[src/rtl/core/eddy_cfe_pkg.sv]
`timescale 1ns / 1ps
// ----------------------------------------------------------------------------
// Eddy channel feature extract: shared package
// Widths, command and status bundles, and the CORDIC arctangent table.
// ----------------------------------------------------------------------------
package eddy_cfe_pkg;

   localparam int DEFAULT_CHANNELS         = 32;
   localparam int DEFAULT_ANGLE_ITERATIONS = 16;

   localparam int COUNT_W    = 8;
   localparam int CHAN_W     = 5;
   localparam int SAMPLE_W   = 16;
   localparam int ACC_W      = 24;            // holds 255 summed samples
   localparam int DIV_STEPS  = ACC_W;         // one quotient bit per cycle
   localparam int SQRT_STEPS = 25;            // one root bit per cycle
   localparam int STEP_W     = 5;             // covers DIV_STEPS and SQRT_STEPS
   localparam int ZW         = 25;            // angle, degrees * 65536
   localparam int CW         = 35;            // CORDIC x and y
   localparam int AMP_W      = 17;
   localparam int PHASE_W    = 17;
   localparam int REQ_DATA_W = 40;
   localparam int RSP_DATA_W = 72;

   localparam logic [COUNT_W-1:0]   COUNT_RESET = 8'd20;
   localparam logic signed [ZW-1:0] Z_QUARTER   = 25'sd5898240;   // 90 degrees
   localparam logic [PHASE_W-1:0]   PHASE_LIMIT = 17'd36000;

   typedef struct packed {
      logic              accept;
      logic              div_step;
      logic              average;
      logic              delta;
      logic              square_a;
      logic              square_b;
      logic              iterate;
      logic              phase;
      logic              load_out;
      logic [STEP_W-1:0] step;
   } cfe_cmd_type;

   typedef struct packed {
      logic group_done;
      logic is_cal;
      logic out_free;
   } cfe_status_type;

   // atan(2^-i) in degrees * 65536, rounded to nearest
   function automatic logic signed [ZW-1:0] atan_angle(input logic [STEP_W-1:0] idx);
      logic signed [ZW-1:0] a;
      unique case (idx)
         5'd0:    a = 25'sd2949120;
         5'd1:    a = 25'sd1740967;
         5'd2:    a = 25'sd919879;
         5'd3:    a = 25'sd466945;
         5'd4:    a = 25'sd234379;
         5'd5:    a = 25'sd117304;
         5'd6:    a = 25'sd58666;
         5'd7:    a = 25'sd29335;
         5'd8:    a = 25'sd14668;
         5'd9:    a = 25'sd7334;
         5'd10:   a = 25'sd3667;
         5'd11:   a = 25'sd1833;
         5'd12:   a = 25'sd917;
         5'd13:   a = 25'sd458;
         5'd14:   a = 25'sd229;
         5'd15:   a = 25'sd115;
         5'd16:   a = 25'sd57;
         5'd17:   a = 25'sd29;
         5'd18:   a = 25'sd14;
         5'd19:   a = 25'sd7;
         5'd20:   a = 25'sd4;
         5'd21:   a = 25'sd2;
         5'd22:   a = 25'sd1;
         default: a = 25'sd0;
      endcase
      return a;
   endfunction

endpackage

[src/rtl/core/eddy_cfe_ctrl.sv]
`timescale 1ns / 1ps
// ----------------------------------------------------------------------------
// Eddy channel feature extract: sequencer
// Walks one completed group through divide and average, then delta, square, iterate and phase on a measure group.
// ----------------------------------------------------------------------------
module eddy_cfe_ctrl import eddy_cfe_pkg::*; #(
   parameter int ANGLE_ITERATIONS = DEFAULT_ANGLE_ITERATIONS
) (
   input  logic           clock,
   input  logic           reset,
   input  logic           req_tvalid,
   output logic           req_tready,
   input  cfe_status_type status,
   output cfe_cmd_type    cmd
);

   localparam int ITER_STEPS = (ANGLE_ITERATIONS > SQRT_STEPS) ? ANGLE_ITERATIONS : SQRT_STEPS;

   typedef enum logic [3:0] {
      S_IDLE, S_DIVIDE, S_AVERAGE, S_DELTA, S_SQUARE_A, S_SQUARE_B,
      S_ITERATE, S_PHASE, S_OUTPUT
   } state_type;

   state_type         state_ff, state_in;
   logic [STEP_W-1:0] step_ff, step_in;

   always_comb begin
      state_in = state_ff;
      step_in  = step_ff;
      unique case (state_ff)
         S_IDLE: begin
            step_in = '0;
            if (req_tvalid && status.group_done) state_in = S_DIVIDE;
         end
         S_DIVIDE: begin
            step_in = step_ff + 1'b1;
            if (step_ff == STEP_W'(DIV_STEPS - 1)) state_in = S_AVERAGE;
         end
         S_AVERAGE:  state_in = status.is_cal ? S_OUTPUT : S_DELTA;
         S_DELTA:    state_in = S_SQUARE_A;
         S_SQUARE_A: state_in = S_SQUARE_B;
         S_SQUARE_B: begin
            step_in  = '0;
            state_in = S_ITERATE;
         end
         S_ITERATE: begin
            step_in = step_ff + 1'b1;
            if (step_ff == STEP_W'(ITER_STEPS - 1)) state_in = S_PHASE;
         end
         S_PHASE:  state_in = S_OUTPUT;
         S_OUTPUT: if (status.out_free) state_in = S_IDLE;
         default:  state_in = S_IDLE;
      endcase
   end

   always_ff @(posedge clock) begin
      if (reset) begin
         state_ff <= S_IDLE;
         step_ff  <= '0;
      end else begin
         state_ff <= state_in;
         step_ff  <= step_in;
      end
   end

   always_comb begin
      cmd          = '0;
      cmd.step     = step_ff;
      cmd.accept   = (state_ff == S_IDLE) && req_tvalid;
      cmd.div_step = (state_ff == S_DIVIDE);
      cmd.average  = (state_ff == S_AVERAGE);
      cmd.delta    = (state_ff == S_DELTA);
      cmd.square_a = (state_ff == S_SQUARE_A);
      cmd.square_b = (state_ff == S_SQUARE_B);
      cmd.iterate  = (state_ff == S_ITERATE);
      cmd.phase    = (state_ff == S_PHASE);
      cmd.load_out = (state_ff == S_OUTPUT) && status.out_free;
   end

   assign req_tready = (state_ff == S_IDLE);

endmodule

[config.mk]
export PLATFORM = sky130hd
export DESIGN_NAME = eddy_cfe_ctrl
export DESIGN_NICKNAME = d
export VERILOG_FILES = /design/src/rtl/core/eddy_cfe_pkg.sv /design/src/rtl/core/eddy_cfe_ctrl.sv
export SDC_FILE = /design/constraint.sdc
export NUM_CORES = 1
export LEC_CHECK = 0
export BUFFER_PORTS_ARGS = -buffer_cell sky130_fd_sc_hd__buf_2
export CAP_MARGIN = 20
export CORE_AREA = 2 2 39 41
export CTS_CLUSTER_DIAMETER = 50
export CTS_CLUSTER_SIZE = 20
export DETAILED_ROUTE_END_ITERATION = 6
export DIE_AREA = 0 0 41 43
export HOLD_SLACK_MARGIN = 0.06
export PLACE_DENSITY_LB_ADDON = 0.15
export SLEW_MARGIN = 5
export SYNTH_ARGS = -nofsm -noshare
export SYNTH_HDL_FRONTEND = slang
export SYNTH_SLANG_ARGS = --single-unit
export TNS_END_PERCENT = 5
[constraint.sdc]
create_clock -name clock -period 1.4 [get_ports clock]
set_input_delay 0.28 -clock clock [delete_from_list [all_inputs] [get_ports clock]]
set_output_delay 0.28 -clock clock [all_outputs]
set_load 0.05 [all_outputs]
Word-level counts from Yosys, hierarchy flattened
Cells that the tools add are included.
{"block": "word_totals", "regBits": 9, "latchBits": 0, "ram_bits": 0, "rom_bits": 0, "out_inout_bits": 15, "memories": 0}
{"block": "classes", "add_sub_neg": 1, "n_mul": 0, "div": 0, "magnitude_cmp": 0, "eq_ne": 14, "n_shift": 0, "n_mux": 7, "bitwise_logic": 0, "reduce_logical": 8}
{"op": "$pmux W4 S9", "count": 1}
{"op": "$mux W4", "count": 5}
{"op": "$eq A4 B3 Y1 const B", "count": 4}
{"op": "$eq A5 B5 Y1 const B", "count": 2}
{"op": "$pmux W5 S2", "count": 1}
{"op": "$eq A4 B2 Y1 const B", "count": 2}
{"op": "$ne A2 B1 Y1 const B", "count": 3}
{"op": "$add A5 B1 Y5 const B", "count": 1}
{"op": "$eq A4 B1 Y1 const B", "count": 1}
{"op": "$eq A4 B4 Y1 const B", "count": 1}
{"op": "$logic_not A4 Y1", "count": 1}
{"op": "$reduce_and A4 Y1", "count": 1}
{"op": "$reduce_or A2 Y1", "count": 2}
{"op": "$logic_and A1 B1 Y1", "count": 3}
{"op": "$ne A2 B2 Y1 const B", "count": 1}
{"op": "$reduce_bool A2 Y1", "count": 1}

Logic depth before layout (Yosys ltp)
Gate-level depths: netlist of the first run.
{"block": "depth", "depth_word": 3, "ltp_mapped": 5, "mapped_depth_nobuf": 5}

Worst setup path before layout of the first run
Ideal clock, no wire load.
{"block": "synth_path", "path_kind": "reg-to-output", "startpoint": "register state_ff[2]", "endpoint": "output cmd[13] (netlist name)", "arrival_ns": 2.684, "t_required_ns": 1.120, "slack_ns": -1.564, "stages_incl_launch_ff": 4, "path_buffers": 1, "cell_sequence": "dfxtp_1 buf_2 nor4_1 and2_1"}
{"item": "start, declared", "line": "eddy_cfe_ctrl.sv:24", "source": "state_type state_ff, state_in;"}
{"item": "start signal, assigned", "line": "eddy_cfe_ctrl.sv:61", "source": "state_ff <= state_in;"}
{"item": "end, declared", "line": "eddy_cfe_ctrl.sv:14", "source": "output cfe_cmd_type cmd"}

==> metrics.cfg, run 1 <==
[status]
outcome=complete, but fails checks
violations=negative setup slack

[layout]
drive_above_1_share_pct=62.7
multiInputGateArea_um2=464
layout-area-overhead-vs-synth_pct=76.5
stdcell_count=126
diodes=0
fill_cells=106
post-route-cell-area_mm2=0.00106
regArea_um2=190
nets=119

[timing]
finalHoldViolCount=0
tightest_slew_ps=359
skew_ps=3.90
max-slew-margin-rel_pct=75.9
grt_setup_unrepaired=yes
setup_viol=16
setup_slack_ps=-170
period_share_pct=112
finalCriticalPeriod_ps=1570
fmax_ghz=0.637
fin_setup_tns_ps=-1510
drv_slew=0

[worst_setup_path]
arrival_ps=1290
critPathMaxFanout=6
startpoint=state_ff[0]$_SDFFE_PP0P_
crit_required_ps=1120
endpoint=cmd[5]
endpoint_kind=primary output
r2r_cells=4
worst-r2r-setup-slack_ps=-90
worstSetupPathType=register to primary output
r2r-start=state_ff[1]$_SDFFE_PP0P_
critPathLaunchType=register
reg2reg_to=step_ff[0]$_SDFFE_PP0P_

[power_and_ir_drop]
power_density_mw_per_mm2=1480
leakagePower_nw=0.482
ir_drop_mv=1.09
finalPower_mw=1.58

[clock_tree]
cts_sinks=9
numCtsBuffers=3
ctsHoldBuffers=0
cts_tree=done
path_clk_slew_ps=60
clockRootBuffer=clkbuf_4
ctsLongestPathBuffers=2
htreeDepth=1
clock_latency_ps=260

[logic_synthesis]
synthesis.area_um2=602
synth_nets=74
synth_top_area_share_pct=29.9
synth_largest_area_cell=dfxtp_1
ys_seq_elements=9
ys_types=33
synth_area_per_cell_um2=9.12
synthCells=66
yosys_warnings=0
ys_seq_area_share_pct=29.9
netlist_top_cells_area=dfxtp_1 (30%), a22o_1 (4.4%), ha_1 (4.2%), nand2b_1 (4.2%), nor3_1 (4.2%)

[place]
place_congestion=0.839
port_buffers=20
placed_area_um2=895
placed_cells=118
pre_cts_slack_ps=-21.7
hpwl_um=1190

[grt]
grt_overflow=0
grt_max_degree=10
grt_pass1_wl_um=2510
antenna_found_initial=0
grt_pass1_vias=592
groute.usage.overall_pct=21.4

[floorplan]
dieArea_mm2=0.00176
fp-row-count=14
core_area_mm2=0.00138
ios=21
start_util_pct=43.5
die_y_um=43
die_w_um=41

[routing]
wl_per_cell_um=14.2
wl_um=1790
drc=0
vias=681
viasPerCell=5.40
drtIter0Drc=7
ant_nets=0
firstDrtPassIters=4

[worst_hold_path]
hold_depth=2
hp-start=reset
hp-class=primary input to register

[flow_run]
drv_cap=0

## worst max-delay path, cell delays in order (launching register included)
cell	delay, ps
dfxtp_2	340
buf_4	150
nor3_2	170
and3_1	200
buf_6	160
## kinds of logic (layout without fill, tap and decap cells)
| kind of cell | count (synthesis) | after routing | share of synthesized area, % |
|---|---|---|---|
| AND/OR/NAND/NOR | 32 | 32 | 34.9 |
| buffers and inverters | 6 | 50 | 4.57 |
| XOR/XNOR | 3 | 3 | 4.37 |
| adder cells (fa/ha/maj) | 2 | 2 | 4.16 |
| multiplexers | 1 | 1 | 1.87 |
| flip-flops | 9 | 9 | 29.9 |
| AO/OA/AOI/OAI | 13 | 13 | 20.2 |
## how the worst min path moves through the flow
stage / endpoint / slack [ps]
after floorplan: state_ff[2]$_SDFFE_PP0P_ / 360
after global placement: step_ff[1]$_SDFFE_PP0P_ / 550
after detailed placement: step_ff[1]$_SDFFE_PP0P_ / 550
after CTS: state_ff[2]$_SDFFE_PP0P_ / 310
after global routing: state_ff[2]$_SDFFE_PP0P_ / 340
final: state_ff[0]$_SDFFE_PP0P_ / 330
## cell usage after synthesis
| cell | count |
|---|---|
| buf_2 | 4 |
| or4b_1 | 1 |
| a221oi_1 | 1 |
| or3b_4 | 1 |
| a211oi_4 | 1 |
| xor2_1 | 1 |
| nand2b_1 | 4 |
| nand3b_1 | 2 |
| o2bb2ai_1 | 1 |
| inv_1 | 2 |
| a211oi_2 | 1 |
| a211oi_1 | 2 |
| nor2_1 | 3 |
| dfxtp_1 | 9 |
| mux2_2 | 1 |
| nor2b_1 | 2 |
| o21ba_2 | 1 |
| o21ai_0 | 1 |
| nand2_1 | 3 |
| nor3_1 | 5 |
| xnor2_1 | 2 |
| or3b_2 | 1 |
| nand3_1 | 2 |
| nor4_1 | 1 |
| ha_1 | 2 |
| nor4b_2 | 1 |
| a22o_1 | 3 |
| and4bb_2 | 1 |
| and3_1 | 2 |
| nand4b_1 | 2 |
| and2_1 | 1 |
| a221o_1 | 1 |
| a21oi_1 | 1 |
## report_power, final
part / total [mW] / internal (mW) / switching (mW)
clock: 0.199 / 0.110 / 0.0896
combinational: 1.03 / 0.498 / 0.529
sequential: 0.351 / 0.297 / 0.0533
total: 1.58 / 0.905 / 0.672
## flip-flops by register name (all words and copies together), names as in the netlist
name	flops
step_ff	5
state_ff	4
## layer usage
metal	share of wire, %	routed length (um)	track usage, %	vias to the layer above
met5	0	0	0	-
met4	1.6	29	12.0	0
met3	4.1	74	3.14	4
met2	53	952	34.4	22
met1	41	729	25.5	315
li1	-	-	-	340
## through the flow
step	hold slack [ps]	util, %
floorplan	357	-
global placement	554	64.6
detailed placement	546	64.6
CTS	313	74.2
global route	338	76.8
finish	328	76.8
## cell usage in the layout (no fill, tap or decap), drive strengths merged
cell type,Yosys,layout
a211oi,4,4
a21oi,1,1
a221o,1,1
a221oi,1,1
a22o,3,3
and2,1,1
and3,2,2
and4bb,1,1
buf,4,44
clkbuf,0,4
dfxtp,9,9
ha,2,2
inv,2,2
mux2,1,1
nand2,3,3
nand2b,4,4
nand3,2,2
nand3b,2,2
nand4b,2,2
nor2,3,3
nor2b,2,2
nor3,5,5
nor4,1,1
nor4b,1,1
o21ai,1,1
o21ba,1,1
o2bb2ai,1,1
or3b,2,2
or4b,1,1
xnor2,2,2
xor2,1,1
## cell type report
cell class | instances | share of cell area [%]
multi-input combinational | 51 | 43.7
timing repair buffer | 44 | 33.3
sequential | 9 | 17.9
clock buffer | 4 | 2.47
tap | 16 | 1.88
inverter | 2 | 0.707
## what timing repair did
action                                  CTS  global route
pin swaps                                 7             5
endpoints found under the hold margin     0             0
setup buffers                             3             1
gates resized for setup                  27             7
endpoints found under the setup margin   15            17
(Power assumes the default switching activity.)
==> run 2, diff against run 1 <==
==> constraint.sdc (replaced) <==
create_clock -name clock -period 1.6 [get_ports clock]
set_input_delay 0.32 -clock clock [delete_from_list [all_inputs] [get_ports clock]]
set_output_delay 0.32 -clock clock [all_outputs]
set_load 0.05 [all_outputs]
==> metrics.cfg, run 2 (synthesis gave the netlist of run 1 again) <==
[worst_setup_path]
reg2reg_to=step_ff[0]$_SDFFE_PP0P_
path_buf_inv=2
startpoint=state_ff[2]$_SDFFE_PP0P_
critPathLaunchType=register
r2r_cells=4
critPathMaxFanout=7
endpoint_kind=primary output
crit_chain=buf_6 -> nor4_4 -> and2_4 -> buf_8
arrival_ps=1280
crit_required_ps=1280
r2r-start=state_ff[1]$_SDFFE_PP0P_
crit_slowest_cell=dfxtp_4
worst-r2r-setup-slack_ps=80
crit_family=simple AND/OR/NAND/NOR gates
worstSetupPathType=register to primary output
max_stage_delay_ps=380

[worst_hold_path]
hp-start=reset
hold_end=state_ff[2]$_SDFFE_PP0P_
hold_depth=2
hp-class=primary input to register

[routing]
ant_nets=0
drc=0
wl_per_cell_um=13.4
wl_um=1560
viasPerCell=5.39
firstDrtPassIters=4
vias=625
drtIter0Drc=4

[timing]
setup_viol=2
drv_slew=0
max-slew-margin-rel_pct=73.7
setup_slack_ps=-3.54
grt_setup_unrepaired=yes
fmax_ghz=0.624
period_share_pct=100
skew_ps=3.92
tightest_slew_ps=394
finalCriticalPeriod_ps=1600
finalHoldViolCount=0

[clock_tree]
cts_tree=done
cts_sinks=9
numCtsBuffers=3
clock_latency_ps=260
clockRootBuffer=clkbuf_4
path_clk_slew_ps=60
htreeDepth=1
ctsLongestPathBuffers=2
ctsHoldBuffers=0

[layout]
final_util_pct=69.8
largest_reg_flops=5
nets=109
layout_common_cells=buf_2 (13), buf_4 (13), dfxtp_1 (5)
top_regs=step_ff: 5 flops, state_ff: 4 flops
drive_above_1_share_pct=56.0
layout-area-overhead-vs-synth_pct=60.5
diodes=0
regMostFlops=step_ff

[power_and_ir_drop]
leakagePower_nw=0.424
power_density_mw_per_mm2=1350
finalPower_mw=1.31
ir_drop_mv=0.741

[grt]
grt_overflow=0
grt_pass1_vias=530
grt_max_degree=15
grt_pass1_wl_um=2240
antenna_found_initial=0
groute.usage.overall_pct=18.7

[place]
hpwl_um=981
port_buffers=20
place_congestion=0.651

[floorplan]
dieArea_mm2=0.00176
ios=21
start_util_pct=43.5
die_y_um=43
core_area_mm2=0.00138
die_w_um=41
fp-row-count=14

[status]
violations=negative setup slack
outcome=complete, but fails checks

[flow_run]
drv_cap=0

==> run 2: changes by cell type in the layout (fill, tap and decap cells not counted), moves of 2 or more <==
cell	previous run	this run
buf_4	23	13
buf_6	9	4
buf_2	10	13
dfxtp_2	2	0
dfxtp_4	2	4
nor2_1	1	3
==> run 2: worst max-delay path by stage <==
stage	end	slack, ps	cells after the start
floorplan	state_ff[1]$_SDFFE_PP0P_	-380	4
global placement	state_ff[3]$_SDFFE_PP0P_	60	3
detailed placement	cmd[6]	10	3
CTS	cmd[13]	-40	4
global route	cmd[11]	-70	3
finish	cmd[13]	-4	4
==> run 2: layout make-up <==
cell class,instances,area [um^2]
timing repair buffer,34,265
clock buffer,4,26.3
tap,16,20.0
sequential,9,195
multi-input combinational,51,452
fill,118,418
inverter,2,7.51
==> run 2: power by group <==
group / internal (mW) / switching [mW]
Combinational: 0.377 / 0.424
Sequential: 0.265 / 0.0626
Clock: 0.0962 / 0.0810
Total: 0.738 / 0.568
==> run 2: repair_timing <==
action	4_1_cts	5_1_grt
endpoints found under the setup margin	10	10
hold endpoints to repair	0	0
setup buffers	0	9
pin swaps	0	6
gates resized for setup	14	19
==> run 2: layer usage <==
metal	GRT usage, %	part of all wire [%]
met2	27.2	50
met1	25.3	45
met4	10.0	1.2
met5	0	0
met3	3.14	3.9
==> run 2: through the flow <==
step	hold slack [ps]	worst slack (ps)	TNS (ps)	cell area (um^2)	cells
floorplan	397	-382	-1680	633	66
global placement	561	56.7	0	771	103
detailed placement	566	11.4	0	771	103
CTS	349	-37.5	-73.0	832	107
global route	352	-65.8	-245	966	116
finish	346	-3.54	-4.97	966	116
